$ cat src/ysc_pkg.sv
// shared widths and codes for the yaw spin cue detector
// no dependencies; used by the channel interfaces and the top level
package ysc_pkg;

  localparam int unsigned DtW    = 20;
  localparam int unsigned AngW   = 16;
  localparam int unsigned YawW   = 16;
  localparam int unsigned CueW   = 2;
  localparam int unsigned ThrW   = 15;
  localparam int unsigned TauW   = 24;
  localparam int unsigned FracW  = 16;
  localparam int unsigned AddrW  = 4;
  localparam int unsigned DataW  = 32;

  typedef logic signed [CueW-1:0] cue_t;

  localparam cue_t CUE_NONE  = 2'sb00;
  localparam cue_t CUE_RIGHT = 2'sb01;
  localparam cue_t CUE_LEFT  = 2'sb11;

  localparam logic [1:0] REG_THR = 2'd0;
  localparam logic [1:0] REG_HYS = 2'd1;
  localparam logic [1:0] REG_TAU = 2'd2;

endpackage

$ cat src/ysc_if.sv
// valid/ready channels for sample requests and cue results
// depends on ysc_pkg for field widths
interface ysc_in_if import ysc_pkg::*; ();
  logic                   valid;
  logic                   ready;
  logic                   func;
  logic                   sample_valid;
  logic [DtW-1:0]         step_time_us;
  logic signed [YawW-1:0] yaw_rate;
  logic signed [AngW-1:0] attack_angle;
  logic signed [AngW-1:0] stall_angle;

  modport source (
    output valid, func, sample_valid, step_time_us, yaw_rate, attack_angle, stall_angle,
    input  ready
  );
  modport sink (
    input  valid, func, sample_valid, step_time_us, yaw_rate, attack_angle, stall_angle,
    output ready
  );
endinterface

interface ysc_out_if import ysc_pkg::*; ();
  logic valid;
  logic ready;
  cue_t rudder_cue;

  modport source (output valid, rudder_cue, input ready);
  modport sink (input valid, rudder_cue, output ready);
endinterface

$ cat src/yaw_spin_cue_detector_top.sv
// yaw spin cue detector: request capture, serial alpha divider, serial filter
// multiplier, cue state; depends on ysc_pkg and the channels in ysc_if.sv
//
// One sample request is taken at a time. A filter update runs from accept
// through the states S_DIV, a restoring divider for alpha = dt/(tau+dt),
// S_MUL, a shift-add multiplier for alpha times the yaw error, S_UPD, which
// updates the filter, and S_FIN, which evaluates the cue gates. Clear
// requests, invalid or zero-step samples and the seeding sample go straight
// to S_FIN. The next request is accepted the cycle after the result is loaded
// into the output register; a stalled output holds the result stage.
module yaw_spin_cue_detector_top import ysc_pkg::*; (
  input  logic             clk_i,
  input  logic             rst_ni,
  input  logic             psel,
  input  logic             penable,
  input  logic             pwrite,
  input  logic [AddrW-1:0] paddr,
  input  logic [DataW-1:0] pwdata,
  output logic [DataW-1:0] prdata,
  output logic             pready,
  ysc_in_if.sink           in_i,
  ysc_out_if.source        out_o
);

  localparam logic [2:0] S_IDLE = 3'd0;
  localparam logic [2:0] S_DIV  = 3'd1;
  localparam logic [2:0] S_MUL  = 3'd2;
  localparam logic [2:0] S_UPD  = 3'd3;
  localparam logic [2:0] S_FIN  = 3'd4;

  localparam logic [1:0] K_CLEAR = 2'd0;
  localparam logic [1:0] K_HOLD  = 2'd1;
  localparam logic [1:0] K_SEED  = 2'd2;
  localparam logic [1:0] K_RUN   = 2'd3;

  localparam int unsigned DenW  = TauW + 1;
  localparam int unsigned DiffW = YawW + FracW + 1;
  localparam int unsigned ProdW = DiffW + FracW;
  localparam int unsigned MagW  = 2 * FracW + 1;

  // configuration
  logic [ThrW-1:0] thr_q, hys_q;
  logic [TauW-1:0] tau_q;
  logic            cfg_wr;

  // detector state
  logic signed [31:0] fy_q;
  logic               active_q, seeded_q, armed_q;
  cue_t               dir_q;

  // sequencer and datapath
  logic [2:0]             state_q;
  logic [1:0]             kind_q;
  logic [3:0]             cnt_q;
  logic signed [YawW-1:0] yaw_q;
  logic signed [AngW-1:0] aoa_q, stall_q;
  logic [DenW-1:0]        den_q, rem_q;
  logic [FracW-1:0]       quo_q;
  logic [ProdW-1:0]       mcand_q, acc_q;
  logic                   out_valid_q;
  cue_t                   out_cue_q;

  logic                   accept, out_free;
  logic [DenW:0]          rem2;
  logic                   div_ge;
  logic [DiffW-1:0]       diff;
  logic [MagW-1:0]        fy_ext, fmag, thr_ext, lim_ext;
  logic [YawW:0]          yaw_ext, ymag;
  logic signed [ThrW:0]   lim;
  logic                   stalled, raw_fast, filt_fast, cleared;
  logic                   run_active, run_armed;
  cue_t                   run_dir;

  assign pready = 1'b1;
  assign cfg_wr = psel && penable && pwrite;

  always_comb begin
    prdata = '0;
    case (paddr[3:2])
      REG_THR: prdata = {{(DataW-ThrW){1'b0}}, thr_q};
      REG_HYS: prdata = {{(DataW-ThrW){1'b0}}, hys_q};
      REG_TAU: prdata = {{(DataW-TauW){1'b0}}, tau_q};
      default: prdata = '0;
    endcase
  end

  always_ff @(posedge clk_i or negedge rst_ni) begin
    if (!rst_ni) begin
      thr_q <= ThrW'(480);
      hys_q <= ThrW'(160);
      tau_q <= TauW'(300000);
    end else if (cfg_wr) begin
      case (paddr[3:2])
        REG_THR: if (pwdata[ThrW-1:0] != '0) thr_q <= pwdata[ThrW-1:0];
        REG_HYS: if (pwdata[ThrW-1:0] != '0) hys_q <= pwdata[ThrW-1:0];
        REG_TAU: if (pwdata[TauW-1:0] != '0) tau_q <= pwdata[TauW-1:0];
        default: ;
      endcase
    end
  end

  assign in_i.ready       = (state_q == S_IDLE);
  assign accept           = in_i.valid && in_i.ready;
  assign out_free         = !out_valid_q || out_o.ready;
  assign out_o.valid      = out_valid_q;
  assign out_o.rudder_cue = out_cue_q;

  // one restoring divide step per cycle
  assign rem2   = {rem_q, 1'b0};
  assign div_ge = rem2 >= {1'b0, den_q};

  // yaw error in the filter's fraction scale
  assign diff = {yaw_q[YawW-1], yaw_q, {FracW{1'b0}}} - {fy_q[31], fy_q};

  // cue gates on the updated filter value
  assign fy_ext    = {fy_q[31], fy_q};
  assign fmag      = fy_q[31] ? (MagW'(0) - fy_ext) : fy_ext;
  assign yaw_ext   = {yaw_q[YawW-1], yaw_q};
  assign ymag      = yaw_q[YawW-1] ? ((YawW+1)'(0) - yaw_ext) : yaw_ext;
  assign thr_ext   = {2'b00, thr_q, {FracW{1'b0}}};
  assign lim       = $signed({1'b0, thr_q}) - $signed({1'b0, hys_q});
  assign lim_ext   = {2'b00, lim[ThrW-1:0], {FracW{1'b0}}};
  assign stalled   = aoa_q > stall_q;
  assign raw_fast  = ymag > {2'b00, thr_q};
  assign filt_fast = fmag > thr_ext;
  // a drop limit of zero or below never clears
  assign cleared   = !lim[ThrW] && (lim != '0) && (fmag < lim_ext);

  always_comb begin
    run_active = active_q;
    run_dir    = dir_q;
    run_armed  = armed_q;
    if (!active_q && armed_q && stalled && raw_fast && filt_fast) begin
      run_active = 1'b1;
      run_dir    = (fy_q > 0) ? CUE_LEFT : CUE_RIGHT;
      run_armed  = 1'b0;
    end
    if (run_active && cleared) begin
      run_active = 1'b0;
      run_dir    = CUE_NONE;
    end
    if (!stalled) begin
      run_active = 1'b0;
      run_dir    = CUE_NONE;
      run_armed  = 1'b1;
    end
  end

  always_ff @(posedge clk_i or negedge rst_ni) begin
    if (!rst_ni) begin
      state_q     <= S_IDLE;
      kind_q      <= K_CLEAR;
      cnt_q       <= '0;
      fy_q        <= '0;
      active_q    <= 1'b0;
      dir_q       <= CUE_NONE;
      seeded_q    <= 1'b0;
      armed_q     <= 1'b1;
      out_valid_q <= 1'b0;
      out_cue_q   <= CUE_NONE;
    end else begin
      // the result stage reloads the output register itself
      if (out_o.ready && state_q != S_FIN) out_valid_q <= 1'b0;
      case (state_q)
        S_IDLE: begin
          if (accept) begin
            cnt_q <= '0;
            if (in_i.func) begin
              kind_q  <= K_CLEAR;
              state_q <= S_FIN;
            end else if (!in_i.sample_valid || in_i.step_time_us == '0) begin
              kind_q  <= K_HOLD;
              state_q <= S_FIN;
            end else if (!seeded_q) begin
              kind_q  <= K_SEED;
              state_q <= S_FIN;
            end else begin
              kind_q  <= K_RUN;
              state_q <= S_DIV;
            end
          end
        end
        S_DIV: begin
          cnt_q <= cnt_q + 4'd1;
          if (cnt_q == 4'hF) state_q <= S_MUL;
        end
        S_MUL: begin
          cnt_q <= cnt_q + 4'd1;
          if (cnt_q == 4'hF) state_q <= S_UPD;
        end
        S_UPD: begin
          fy_q    <= fy_q + $signed(acc_q[FracW+31:FracW]);
          state_q <= S_FIN;
        end
        S_FIN: begin
          if (out_free) begin
            out_valid_q <= 1'b1;
            state_q     <= S_IDLE;
            case (kind_q)
              K_CLEAR: begin
                fy_q      <= '0;
                active_q  <= 1'b0;
                dir_q     <= CUE_NONE;
                seeded_q  <= 1'b0;
                armed_q   <= 1'b1;
                out_cue_q <= CUE_NONE;
              end
              K_HOLD: out_cue_q <= active_q ? dir_q : CUE_NONE;
              K_SEED: begin
                fy_q      <= {yaw_q, {FracW{1'b0}}};
                seeded_q  <= 1'b1;
                out_cue_q <= CUE_NONE;
              end
              K_RUN: begin
                active_q  <= run_active;
                dir_q     <= run_dir;
                armed_q   <= run_armed;
                out_cue_q <= run_active ? run_dir : CUE_NONE;
              end
              default: out_cue_q <= CUE_NONE;
            endcase
          end
        end
        default: state_q <= S_IDLE;
      endcase
    end
  end

  // datapath registers, no reset needed
  always_ff @(posedge clk_i) begin
    case (state_q)
      S_IDLE: begin
        if (accept) begin
          yaw_q   <= in_i.yaw_rate;
          aoa_q   <= in_i.attack_angle;
          stall_q <= in_i.stall_angle;
          den_q   <= {1'b0, tau_q} + DenW'(in_i.step_time_us);
          rem_q   <= DenW'(in_i.step_time_us);
          quo_q   <= '0;
        end
      end
      S_DIV: begin
        rem_q <= div_ge ? DenW'(rem2 - {1'b0, den_q}) : rem2[DenW-1:0];
        quo_q <= {quo_q[FracW-2:0], div_ge};
        if (cnt_q == 4'hF) begin
          mcand_q <= {{(ProdW-DiffW){diff[DiffW-1]}}, diff};
          acc_q   <= '0;
        end
      end
      S_MUL: begin
        // alpha bits taken lsb first against a left-shifting error
        if (quo_q[0]) acc_q <= acc_q + mcand_q;
        mcand_q <= {mcand_q[ProdW-2:0], 1'b0};
        quo_q   <= {1'b0, quo_q[FracW-1:1]};
      end
      default: ;
    endcase
  end

  a_active_has_dir: assert property (@(posedge clk_i) disable iff (!rst_ni)
    active_q |-> (dir_q == CUE_LEFT || dir_q == CUE_RIGHT))
    else $error("active cue without a direction");

  a_idle_no_dir: assert property (@(posedge clk_i) disable iff (!rst_ni)
    !active_q |-> (dir_q == CUE_NONE))
    else $error("direction held while cue inactive");

  a_active_disarmed: assert property (@(posedge clk_i) disable iff (!rst_ni)
    active_q |-> !armed_q)
    else $error("cue active while still armed for entry");

  a_busy_after_accept: assert property (@(posedge clk_i) disable iff (!rst_ni)
    accept |=> !in_i.ready)
    else $error("new request taken before the previous one finished");

  a_run_reaches_div: assert property (@(posedge clk_i) disable iff (!rst_ni)
    (state_q == S_DIV || state_q == S_MUL) |-> (kind_q == K_RUN && seeded_q))
    else $error("filter update running without a seeded filter");

endmodule
$ cat src/flat_wrapper.sv
// flat-port wrapper written by rule: the top's interface ports become plain ports
module yaw_spin_cue_detector_top_flat import ysc_pkg::*;
  (clk_i, rst_ni, psel, penable, pwrite, paddr, pwdata, prdata, pready, in_i_valid, in_i_func, in_i_sample_valid, in_i_step_time_us, in_i_yaw_rate, in_i_attack_angle, in_i_stall_angle, in_i_ready, out_o_valid, out_o_rudder_cue, out_o_ready);
  ysc_in_if in_i_i ();
  ysc_out_if out_o_i ();
  input  logic clk_i;
  input  logic rst_ni;
  input  logic psel;
  input  logic penable;
  input  logic pwrite;
  input  logic [AddrW-1:0] paddr;
  input  logic [DataW-1:0] pwdata;
  output logic [DataW-1:0] prdata;
  output logic pready;
  input wire logic [$bits(in_i_i.valid)-1:0] in_i_valid;
  input wire logic [$bits(in_i_i.func)-1:0] in_i_func;
  input wire logic [$bits(in_i_i.sample_valid)-1:0] in_i_sample_valid;
  input wire logic [$bits(in_i_i.step_time_us)-1:0] in_i_step_time_us;
  input wire logic [$bits(in_i_i.yaw_rate)-1:0] in_i_yaw_rate;
  input wire logic [$bits(in_i_i.attack_angle)-1:0] in_i_attack_angle;
  input wire logic [$bits(in_i_i.stall_angle)-1:0] in_i_stall_angle;
  output wire logic [$bits(in_i_i.ready)-1:0] in_i_ready;
  output wire logic [$bits(out_o_i.valid)-1:0] out_o_valid;
  output wire logic [$bits(out_o_i.rudder_cue)-1:0] out_o_rudder_cue;
  input wire logic [$bits(out_o_i.ready)-1:0] out_o_ready;
  assign in_i_i.valid = in_i_valid;
  assign in_i_i.func = in_i_func;
  assign in_i_i.sample_valid = in_i_sample_valid;
  assign in_i_i.step_time_us = in_i_step_time_us;
  assign in_i_i.yaw_rate = in_i_yaw_rate;
  assign in_i_i.attack_angle = in_i_attack_angle;
  assign in_i_i.stall_angle = in_i_stall_angle;
  assign in_i_ready = in_i_i.ready;
  assign out_o_valid = out_o_i.valid;
  assign out_o_rudder_cue = out_o_i.rudder_cue;
  assign out_o_i.ready = out_o_ready;
  yaw_spin_cue_detector_top u_core (.clk_i(clk_i), .rst_ni(rst_ni), .psel(psel), .penable(penable), .pwrite(pwrite), .paddr(paddr), .pwdata(pwdata), .prdata(prdata), .pready(pready), .in_i(in_i_i), .out_o(out_o_i));
endmodule
$ cat config.mk
export PLATFORM = sky130hd
export DESIGN_NAME = yaw_spin_cue_detector_top_flat
export DESIGN_NICKNAME = d
export VERILOG_FILES = /design/src/ysc_pkg.sv /design/src/ysc_if.sv /design/src/yaw_spin_cue_detector_top.sv /design/src/flat_wrapper.sv
export SDC_FILE = /design/constraint.sdc
export NUM_CORES = 1
export LEC_CHECK = 0
export BUFFER_PORTS_ARGS = -buffer_cell sky130_fd_sc_hd__buf_2
export CAP_MARGIN = 20
export CORE_ASPECT_RATIO = 1.25
export CORE_MARGIN = 10
export CORE_UTILIZATION = 45
export DETAILED_ROUTE_END_ITERATION = 8
export HOLD_SLACK_MARGIN = 0.05
export SLEW_MARGIN = 20
export SYNTH_ARGS = -nofsm -noshare
export SYNTH_HDL_FRONTEND = slang
export SYNTH_SLANG_ARGS = --single-unit
$ cat constraint.sdc
create_clock -name clk_i -period 5.8 [get_ports clk_i]
set_input_delay 0.58 -clock clk_i [delete_from_list [all_inputs] [get_ports clk_i]]
set_output_delay 0.58 -clock clk_i [all_outputs]
set_load 0.02 [all_outputs]
==> impl_metrics.env, run 1 <==
export IMPL_slew_viol_final=0
export IMPL_synth_edf_count=210
export IMPL_dieArea_um2=60900
export IMPL_antenna_found_initial=0
export IMPL_cts_made_buffers=38
export IMPL_timing_fmax_ghz=0.211
export IMPL_dr_pass1_iters=5
export IMPL_area_delta_synth_final_pct=11.5
export IMPL_nFillCells=4706
export IMPL_boundaryPins=150
export IMPL_clkSlewWorstSetupHoldPaths_ns=0.07
export IMPL_post_cts_resized=0
export IMPL_p_leak_nw=11.3
export IMPL_final_cell_mix="ha_1 (222), edfxtp_1 (210), nand2_1 (207), a21oi_1 (172), nor2_1 (166)"
export IMPL_postCtsSetupBuffers=0
export IMPL_drc_errors=0
export IMPL_grt_busiest_layer="met2"
export IMPL_crit_start="u_core.thr_q[0]$_DFFE_PN0P_"
export IMPL_synth_flop_cell="edfxtp_1"
export IMPL_p_sw_mw=4.27
export IMPL_syn_inst=2441
export IMPL_insertion_delay_ns=0.57
export IMPL_critical_path_endpoint="u_core.dir_q[0]$_DFFE_PN0P_"
export IMPL_layout_nets=2899
export IMPL_gr_usage_met2_pct=37.4
export IMPL_r2r_start="u_core.thr_q[0]$_DFFE_PN0P_"
export IMPL_finish_utilization_pct=50.9
export IMPL_netlist_area_um2=23100
export IMPL_coreArea_um2=50600
export IMPL_place_congestion=0.909
export IMPL_r2r_setup_slack_ns=1.06
export IMPL_setup_viol=0
export IMPL_p_clk_share_pct=23.5
export IMPL_dpl_cell_area_um2=24500
export IMPL_fin_ws_ns=1.06
export IMPL_drive_gt1_share_pct=12.2
export IMPL_layout_commonest_cell="ha_1"
export IMPL_ir_worst_vdd_mv=0.225
export IMPL_hold_buffers=0
export IMPL_cts_tree="built"
export IMPL_gr_usage_met3_pct=3.26
export IMPL_power_density_nw_per_um2=421
export IMPL_r2r_end="u_core.dir_q[0]$_DFFE_PN0P_"
export IMPL_die_h_um=273
export IMPL_synth_yosys_seq_area_share_pct=38.5
export IMPL_grt_start_max_net_pins=58
export IMPL_crit_path_end_kind="flip-flop"
export IMPL_internal_power_mw=6.58
export IMPL_cp_cell_sequence="inv_1 > ha_1 > fa_1 > nor2b_1 > o31a_1 > o31ai_1 > a211oi_1 > o31a_1 > or2_2 > ha_1 > a21oi_1 > o21ai_0 > a2111oi_0 > o21ai_0 > nand4_1 > nand4_1 > o311ai_1 > o211ai_1"
export IMPL_fin_setup_tns_ns=0
export IMPL_rsz0062_at_grt="no"
export IMPL_clkSinkCount=313
export IMPL_worstRegToRegCells=18
export IMPL_io_buffers=130
export IMPL_num_vias=19000
export IMPL_worstPathArrival_ns=5.16
export IMPL_switching_share_pct=39.3
export IMPL_vias_per_cell=5.86
export IMPL_maxCapViolations=0
export IMPL_grt_overflow=0
export IMPL_synth_distinct_cells=88
export IMPL_critPathRequiredTime_ns=6.21
export IMPL_synth_seq_cells=313
export IMPL_hp_class="in2async"
export IMPL_antenna_left=0
export IMPL_final_area_um2=25800
export IMPL_rows=92
export IMPL_period_needed_ns=4.74
export IMPL_clockBufferDepth=3
export IMPL_drt_wl_total_mm=65.7
export IMPL_worst_pin_slew_ns=0.967
export IMPL_synth_area_per_cell_um2=9.47
export IMPL_initialDrtViolationCount=1331
export IMPL_grt_pass1_wl_mm=104
export IMPL_grt_pass1_vias=19000
export IMPL_skew_ns=0.0319
export IMPL_start_util_pct=45.7
export IMPL_dp_slack_ns=1.00
export IMPL_setup_worst_path_class="reg2reg"
export IMPL_fin_crit_sh_pct=81.8
export IMPL_slowest_stage="o31ai_1"
export IMPL_slew_headroom_pct=35.2
export IMPL_routedWlPerCell_um=20.2
export IMPL_outcome="finished clean"
export IMPL_cp_max_fo=5
export IMPL_async_flop_share_pct=32.9
export IMPL_startpoint_type="flip-flop"
export IMPL_crit_path_max_incr_delay_ns=0.56
export IMPL_comb_power_share_pct=45.6
export IMPL_dp_hpwl_mm=50.5
export IMPL_grt_use_met1_pct=25.1
export IMPL_hold_violations=0
export IMPL_grtUsageTotal_pct=20.9
export IMPL_cts_max_level=2
export IMPL_seq_power_share_pct=30.9
export IMPL_root_buffer="clkbuf_16"
export IMPL_antenna_cells=0
export IMPL_yosysWarnings=0
export IMPL_die_w_um=223
Yosys cell counts, types with 7 or more instances:
library cell  number  share of area (%)
buf_4              9               0.29
a31oi_1           25               0.68
nand2_1          208                3.4
and2_1            20               0.54
and3_1            28               0.76
nand4_1           27               0.73
a21boi_0           7               0.23
a311oi_1           9               0.34
clkbuf_1          64                1.0
nor2_1           166                2.7
o22ai_1            9               0.24
a21oi_1          172                3.7
o31a_1             8               0.30
o2111ai_1          7               0.27
o221ai_1           8               0.30
nand2b_1          19               0.51
dfstp_2           15                1.7
mux2i_1           38                1.6
a211oi_1          25               0.81
o211ai_1          20               0.65
ha_1             222                 12
nor3_1            45               0.97
o21ai_0          161                3.5
a21o_1            87                2.8
or3_1             19               0.51
o41ai_1            9               0.34
or4_1             10               0.32
edfxtp_1         210                 27
a22o_1            20               0.76
o31ai_1           23               0.75
or2_2             18               0.49
nand3_1           58                1.3
dfrtp_1           88                9.5
xor2_1            59                2.2
nor3b_1           13               0.42
nor2b_1           25               0.68
inv_1            162                2.6
nor4_1            20               0.54
o21a_1            40                1.3
xnor2_1           96                3.6
o21bai_1          12               0.39
mux2_2            41                2.0
critical path: cells and delay by family (launching register included):
family,cells,cell delay (ns)
AND/OR/NAND/NOR,4,0.71
AO/OA/AOI/OAI,10,2.67
flip-flops,1,0.42
adder cells (fa/ha/maj),3,0.72
buffers and inverters,1,0.09
kinds of logic (layout without fill, tap and decap cells):
logic type / count (synthesis) / after routing / synth area share [%]
fa+ha+maj: 227 / 227 / 12.4
simple gates: 715 / 715 / 15.4
compound gates: 706 / 706 / 19.9
other cells: 2 / 9 / 0.0325
mux: 79 / 79 / 3.64
xor+xnor: 155 / 155 / 5.87
buf+inv: 244 / 384 / 4.21
flops: 313 / 313 / 38.5
metal layers:
metal | vias up | wire length [µm] | part of all wire, %
met5 | - | 0 | 0
met4 | 0 | 1780 | 2.7
met3 | 91 | 2800 | 4.3
met2 | 416 | 32700 | 50
met1 | 9239 | 28400 | 43
li1 | 9290 | - | -
power groups by stage:
stage / Sequential, mW / Clock, mW / Combinational [mW]
3_3_place_gp: 3.37 / 0 / 4.84
2_1_floorplan: 3.22 / 0 / 3.78
4_1_cts: 3.35 / 2.60 / 4.96
6_report: 3.35 / 2.55 / 4.95
3_5_place_dp: 3.39 / 0 / 4.92
5_1_grt: 3.39 / 2.69 / 5.60
sequential cells by signal (all words and copies together) (netlist names):
register / count
u_core.acc_q: 48
u_core.active_q: 1
u_core.aoa_q: 16
u_core.armed_q: 1
u_core.cnt_q: 4
u_core.den_q: 25
u_core.dir_q: 2
u_core.fy_q: 32
u_core.hys_q: 15
u_core.kind_q: 2
u_core.mcand_q: 48
u_core.out_o.rudder_cue: 2
u_core.out_o.valid: 1
u_core.quo_q: 16
u_core.rem_q: 25
u_core.seeded_q: 1
u_core.stall_q: 16
u_core.state_q: 3
u_core.tau_q: 24
u_core.thr_q: 15
u_core.yaw_q: 16
area by class of cell:
| type | instances | area, µm² | share of cell area [%] |
|---|---|---|---|
| Sequential cell | 313 | 8900 | 34.5 |
| Clock buffer | 49 | 1050 | 4.06 |
| Multi-Input combinational cell | 1891 | 13300 | 51.6 |
| Tap cell | 658 | 823 | 3.19 |
| Clock inverter | 20 | 264 | 1.02 |
| Timing Repair Buffer | 153 | 826 | 3.20 |
| Inverter | 162 | 609 | 2.36 |
metrics by stage:
step / power, mW / hold slack (ns) / std cells
detailed placement: 8.30 / 0.515 / 3177
global route: 11.7 / 0.138 / 3246
global placement: 8.22 / 0.480 / 3177
CTS: 10.9 / 0.107 / 3246
floorplan: 6.99 / 0.284 / 2448
finish: 10.9 / 0.0934 / 3246
worst min path at each step:
stage | start | end | slack, ns
2_1_floorplan | rst_ni | u_core.active_q$_DFFE_PN0P_ | 0.28
3_3_place_gp | u_core.cnt_q[0]$_DFFE_PN0P_ | u_core.cnt_q[0]$_DFFE_PN0P_ | 0.48
3_5_place_dp | u_core.armed_q$_DFFE_PN1P_ | u_core.armed_q$_DFFE_PN1P_ | 0.51
4_1_cts | rst_ni | u_core.fy_q[30]$_DFFE_PN0P_ | 0.11
5_1_grt | rst_ni | u_core.fy_q[31]$_DFFE_PN0P_ | 0.14
6_report | rst_ni | u_core.fy_q[31]$_DFFE_PN0P_ | 0.09
Note: power is estimated with default switching activity, not from simulation.
==> inputs of run 2 (changes only) <==
==> constraint.sdc (replaced) <==
create_clock -name clk_i -period 4.95 [get_ports clk_i]
set_input_delay 0.495 -clock clk_i [delete_from_list [all_inputs] [get_ports clk_i]]
set_output_delay 0.495 -clock clk_i [all_outputs]
set_load 0.02 [all_outputs]
==> run 2 against run 1 <==
  * Worst hold slack got worse by 0.0069 ns
  * Register-to-register slack got worse by 0.85 ns
  * Power increased by 17%
  * Core utilization increased by 0.12 points
  * Global-route usage increased by 0.067 points
  * Routed wire length decreased by 0.58%
  * Fmax about the same
  * Sequential share of layout area decreased by 0.080 points
  * Clock-buffer cell count increased by 3
  * Clock power increased by 15%
  * Clock skew decreased by 0.011 ns
  * Critical path type unchanged
  * Critical endpoint is now u_core.dir_q[1]$_DFFE_PN0P_
  * Highest routed layer unchanged
==> impl_metrics.env, run 2 (same netlist as run 1, synthesis figures left out) <==
export IMPL_clockBufferDepth=3
export IMPL_layout_nets=2910
export IMPL_drive_gt1_share_pct=12.5
export IMPL_worst_path_buf_inv=2
export IMPL_slew_viol_final=0
export IMPL_dr_pass1_iters=7
export IMPL_antenna_left=0
export IMPL_cts_made_buffers=39
export IMPL_dp_hpwl_mm=50.8
export IMPL_p_clk_share_pct=22.9
export IMPL_grtUsageTotal_pct=20.9
export IMPL_setup_worst_path_class="reg2reg"
export IMPL_crit_path_end_kind="flip-flop"
export IMPL_drc_errors=0
export IMPL_hold_buffers=0
export IMPL_p_sw_mw=5.07
export IMPL_fin_ws_ns=0.202
export IMPL_fin_setup_tns_ns=0
export IMPL_area_delta_synth_final_pct=11.8
export IMPL_critPathRequiredTime_ns=5.38
export IMPL_ir_worst_vdd_mv=0.253
export IMPL_drt_wl_total_mm=65.3
export IMPL_grt_overflow=0
export IMPL_grt_start_max_net_pins=70
export IMPL_cp_cell_sequence="inv_1 > ha_1 > fa_1 > nor2b_1 > o31a_1 > o31ai_2 > a31o_2 > o31a_1 > or2_2 > ha_1 > a21oi_1 > o21ai_0 > a2111oi_0 > o21ai_0 > nand4_1 > nand4_1 > buf_4 > o211ai_1 > nand3_1"
export IMPL_num_vias=19000
export IMPL_skew_ns=0.0212
export IMPL_maxCapViolations=0
export IMPL_worst_pin_slew_ns=0.991
export IMPL_timing_fmax_ghz=0.211
export IMPL_grt_pass1_wl_mm=104
export IMPL_outcome="finished clean"
export IMPL_clkSlewWorstSetupHoldPaths_ns=0.06
export IMPL_insertion_delay_ns=0.57
export IMPL_setup_viol=0
export IMPL_power_density_nw_per_um2=493
export IMPL_vias_per_cell=5.83
export IMPL_hold_violations=0
export IMPL_crit_path_max_incr_delay_ns=0.42
export IMPL_die_w_um=223
export IMPL_dp_slack_ns=0.306
export IMPL_worstPathArrival_ns=5.17
export IMPL_startpoint_type="flip-flop"
export IMPL_cp_top_family="compound AO/OA/AOI/OAI gates"
export IMPL_p_leak_nw=11.3
export IMPL_io_buffers=130
export IMPL_cts_tree="built"
export IMPL_layout_commonest_cell="ha_1"
export IMPL_antenna_found_initial=1
export IMPL_hp_class="in2async"
export IMPL_cp_max_fo=5
export IMPL_boundaryPins=150
export IMPL_slew_headroom_pct=33.9
export IMPL_start_util_pct=45.7
export IMPL_antenna_cells=0
export IMPL_switching_share_pct=39.8
export IMPL_place_congestion=0.923
export IMPL_grt_pass1_vias=18900
export IMPL_initialDrtViolationCount=1384
export IMPL_fin_crit_sh_pct=95.9
export IMPL_slowest_stage="dfrtp_1"
export IMPL_period_needed_ns=4.75
export IMPL_die_h_um=273
export IMPL_rows=92
export IMPL_largest_registers="u_core.acc_q x48, u_core.mcand_q x48, u_core.fy_q x32"
export IMPL_root_buffer="clkbuf_16"
export IMPL_comb_power_share_pct=46.2
export IMPL_seq_power_share_pct=30.9
export IMPL_routedWlPerCell_um=20.0
export IMPL_dieArea_um2=60900
export IMPL_internal_power_mw=7.67
export IMPL_clkSinkCount=313
export IMPL_coreArea_um2=50600
export IMPL_final_cell_mix="ha_1 (222), edfxtp_1 (210), nand2_1 (208), a21oi_1 (172), nor2_1 (166)"
export IMPL_cts_max_level=2
==> run 2: power by group through the flow <==
stage | combinational (mW) | clock [mW] | sequential, mW
final | 5.88 | 2.92 | 3.94
after global routing | 6.62 | 3.08 | 4.00
after CTS | 5.86 | 2.99 | 3.94
after detailed placement | 5.81 | 0 | 3.99
after global placement | 5.69 | 0 | 3.97
after floorplan | 4.42 | 0 | 3.77
==> run 2: worst paths after layout <==
check,cells after the start,slack [ns],from,endpoint
min in group clk_i,1,0.10,in_i_yaw_rate[7],u_core.yaw_q[7]$_DFFE_PP_
max in group asynchronous,2,3.83,rst_ni,u_core.thr_q[5]$_DFFE_PN1P_
max reg2reg,19,0.20,u_core.thr_q[0]$_DFFE_PN0P_,u_core.dir_q[1]$_DFFE_PN0P_
min reg2reg,1,0.51,u_core.cnt_q[2]$_DFFE_PN0P_,u_core.cnt_q[2]$_DFFE_PN0P_
min,1,0.09,rst_ni,u_core.fy_q[31]$_DFFE_PN0P_
max,19,0.20,u_core.thr_q[0]$_DFFE_PN0P_,u_core.dir_q[1]$_DFFE_PN0P_
==> run 2: repair_timing <==
item | in CTS | in global routing
gates resized for setup | 0 | 2
endpoints found under the setup margin | 0 | 4
buffers inserted | 0 | 1
==> run 2: layout make-up <==
type                       count  area, µm²
clock buffer                  52       1110
clock inverter                20        188
fill                        4680      24800
inverter                     162        609
multi-input combinational   1891      13300
sequential                   313       8900
tap                          658        823
timing repair buffer         163        898
==> run 2: routing by layer <==
metal / share of wire, % / global-route usage (%) / up-vias
met4: 2.6 / 6.04 / 0
met3: 4.0 / 3.18 / 105
met1: 43 / 25.5 / 9190
li1: - / - / 9310
met2: 50 / 37.4 / 396
met5: 0 / 0 / -
==> run 2: per-stage QoR <==
stage               cells  cell area (µm²)  utilization [%]  hold slack (ns)  power (mW)
global placement     3185            24500             48.4            0.484        9.66
global route         3259            25900             51.0           0.0798        13.7
detailed placement   3185            24500             48.4            0.508        9.80
CTS                  3257            25800             51.0           0.0738        12.8
finish               3259            25900             51.0           0.0866        12.7
floorplan            2448            23200                -            0.199        8.20
==> inputs of run 3 (changes only) <==
==> constraint.sdc (replaced) <==
create_clock -name clk_i -period 4.95 [get_ports clk_i]
set_input_delay 0.7425 -clock clk_i [delete_from_list [all_inputs] [get_ports clk_i]]
set_output_delay 0.7425 -clock clk_i [all_outputs]
set_load 0.02 [all_outputs]
==> run 3 against run 2 <==
  * Global-route usage fell by 0.13 points
  * Critical path depth down 4
  * First-iteration DRC count is 15% lower
  * Critical path type unchanged
  * Power up 0.61%
  * Final area up 0.30%
==> impl_metrics.env, run 3 (same netlist as run 1, synthesis figures left out) <==
export IMPL_outcome="finished clean"
export IMPL_vias_per_cell=5.88
export IMPL_r2r_end="u_core.dir_q[0]$_DFFE_PN0P_"
export IMPL_grtUsageTotal_pct=20.8
export IMPL_cp_cell_sequence="or4_4 > or4_4 > nor2_2 > nand2_1 > o41ai_1 > xnor2_1 > ha_1 > nand2_1 > nor2_1 > a2111oi_1 > o21ai_1 > nand4_1 > nand4_1 > o311ai_2 > o211ai_1"
export IMPL_grt_overflow=0
export IMPL_die_w_um=223
export IMPL_setup_viol=0
export IMPL_p_clk_share_pct=23.5
export IMPL_postCtsSetupBuffers=0
export IMPL_finish_utilization_pct=51.2
export IMPL_grt_pass1_vias=19200
export IMPL_boundaryPins=150
export IMPL_r2r_setup_slack_ns=0.46
export IMPL_critPathRequiredTime_ns=5.35
export IMPL_fin_crit_sh_pct=90.7
export IMPL_clkSlewWorstSetupHoldPaths_ns=0.07
export IMPL_hp_class="in2async"
export IMPL_slew_headroom_pct=35.8
export IMPL_switching_share_pct=39.1
export IMPL_slew_viol_final=0
export IMPL_hold_violations=0
export IMPL_post_cts_resized=0
export IMPL_layout_commonest_cell="ha_1"
export IMPL_cts_max_level=2
export IMPL_internal_power_mw=7.80
export IMPL_clkSinkCount=313
export IMPL_dieArea_um2=60900
export IMPL_crit_path_end_kind="flip-flop"
export IMPL_antenna_cells=0
export IMPL_startpoint_type="flip-flop"
export IMPL_power_density_nw_per_um2=494
export IMPL_fin_hold_ws_ns=0.274
export IMPL_dr_pass1_iters=5
export IMPL_initialDrtViolationCount=1175
export IMPL_io_buffers=130
export IMPL_area_delta_synth_final_pct=12.1
export IMPL_grt_start_max_net_pins=58
export IMPL_root_buffer="clkbuf_16"
export IMPL_coreArea_um2=50600
export IMPL_p_sw_mw=5.02
export IMPL_drc_errors=0
export IMPL_drive_gt1_share_pct=12.7
export IMPL_p_leak_nw=11.3
export IMPL_comb_power_share_pct=45.7
export IMPL_skew_ns=0.0187
export IMPL_antenna_left=0
export IMPL_layout_nets=2910
export IMPL_slowest_stage="or4_4"
export IMPL_seq_power_share_pct=30.8
export IMPL_worstPathArrival_ns=4.89
export IMPL_num_vias=19100
export IMPL_routedWlPerCell_um=20.0
export IMPL_worst_pin_slew_ns=0.963
export IMPL_r2r_start="u_core.fy_q[6]$_DFFE_PN0P_"
export IMPL_die_h_um=273
export IMPL_cts_tree="built"
export IMPL_grt_pass1_wl_mm=104
export IMPL_antenna_found_initial=1
export IMPL_fin_setup_tns_ns=0
export IMPL_drt_wl_total_mm=65.1
export IMPL_rsz0062_at_grt="no"
export IMPL_dp_hpwl_mm=50.4
export IMPL_largest_registers="u_core.acc_q x48, u_core.mcand_q x48, u_core.fy_q x32"
export IMPL_worstRegToRegCells=15
export IMPL_start_util_pct=45.7
export IMPL_cp_max_fo=11
export IMPL_ir_worst_vdd_mv=0.277
export IMPL_clockBufferDepth=3
export IMPL_final_cell_mix="ha_1 (222), edfxtp_1 (210), nand2_1 (208), a21oi_1 (172), nor2_1 (165)"
export IMPL_period_needed_ns=4.49
export IMPL_timing_fmax_ghz=0.223
export IMPL_rows=92
export IMPL_hold_buffers=0
export IMPL_maxCapViolations=0
export IMPL_place_congestion=0.914
export IMPL_crit_path_max_incr_delay_ns=0.66
export IMPL_cts_made_buffers=37
export IMPL_setup_worst_path_class="reg2reg"
export IMPL_insertion_delay_ns=0.56
run 3: changes by cell type in the layout (fill, tap and decap cells not counted), sizes merged:
cell and delta:
buf +2, bufinv +3, clkbuf -3, clkinv -5, clkinvlp +1
run 3: through the flow:
stage	total power [mW]	worst slack (ns)	area [µm²]	instances
after floorplan	8.20	0.191	23200	2448
after global placement	9.66	0.443	24600	3189
after detailed placement	9.78	0.401	24600	3189
after CTS	12.9	0.367	25900	3257
after global routing	13.8	0.0833	25900	3257
final	12.8	0.461	25900	3257
run 3: worst max-delay path, delay by kind of cell, from the launching register on:
family	cells	cell delay (ns)
compound gates	5	1.32
xor+xnor	1	0.24
fa+ha+maj	1	0.30
flops	1	0.47
simple gates	8	2.02
run 3: final cells by class:
type,instances,area [µm²]
fill,4728,24700
multi-input combinational,1891,13300
sequential,313,8900
clock buffer,49,1090
timing repair buffer,165,916
tap,658,823
inverter,162,609
clock inverter,19,248
run 3: layer usage:
metal | track usage [%] | up-vias | wire [µm]
met2 | 37.2 | 441 | 32500
met4 | 6.96 | 0 | 2020
met3 | 3.29 | 105 | 2910
met1 | 24.9 | 9291 | 27700
met5 | 0 | - | 0
li1 | - | 9308 | -
run 3: power groups by stage:
stage          clock (mW)  combinational [mW]  sequential (mW)
2_1_floorplan           0                4.42             3.77
3_3_place_gp            0                5.69             3.97
3_5_place_dp            0                5.79             3.99
4_1_cts              3.09                5.83             3.94
5_1_grt              3.18                6.62             4.00
6_report             3.01                5.86             3.95
run 3: worst max-delay path by stage:
stage	from	endpoint	slack, ns	cells past startpoint
CTS	u_core.fy_q[6]$_DFFE_PN0P_	u_core.dir_q[0]$_DFFE_PN0P_	0.37	15
global route	u_core.fy_q[1]$_DFFE_PN0P_	u_core.out_o.rudder_cue[0]$_DFFE_PN0P_	0.08	17
global placement	u_core.fy_q[6]$_DFFE_PN0P_	u_core.out_o.rudder_cue[0]$_DFFE_PN0P_	0.44	15
detailed placement	u_core.fy_q[6]$_DFFE_PN0P_	u_core.dir_q[0]$_DFFE_PN0P_	0.40	15
finish	u_core.fy_q[6]$_DFFE_PN0P_	u_core.dir_q[0]$_DFFE_PN0P_	0.46	15
floorplan	u_core.state_q[2]$_DFFE_PN0P_	u_core.acc_q[0]$_SDFFCE_PN0P_	0.19	5
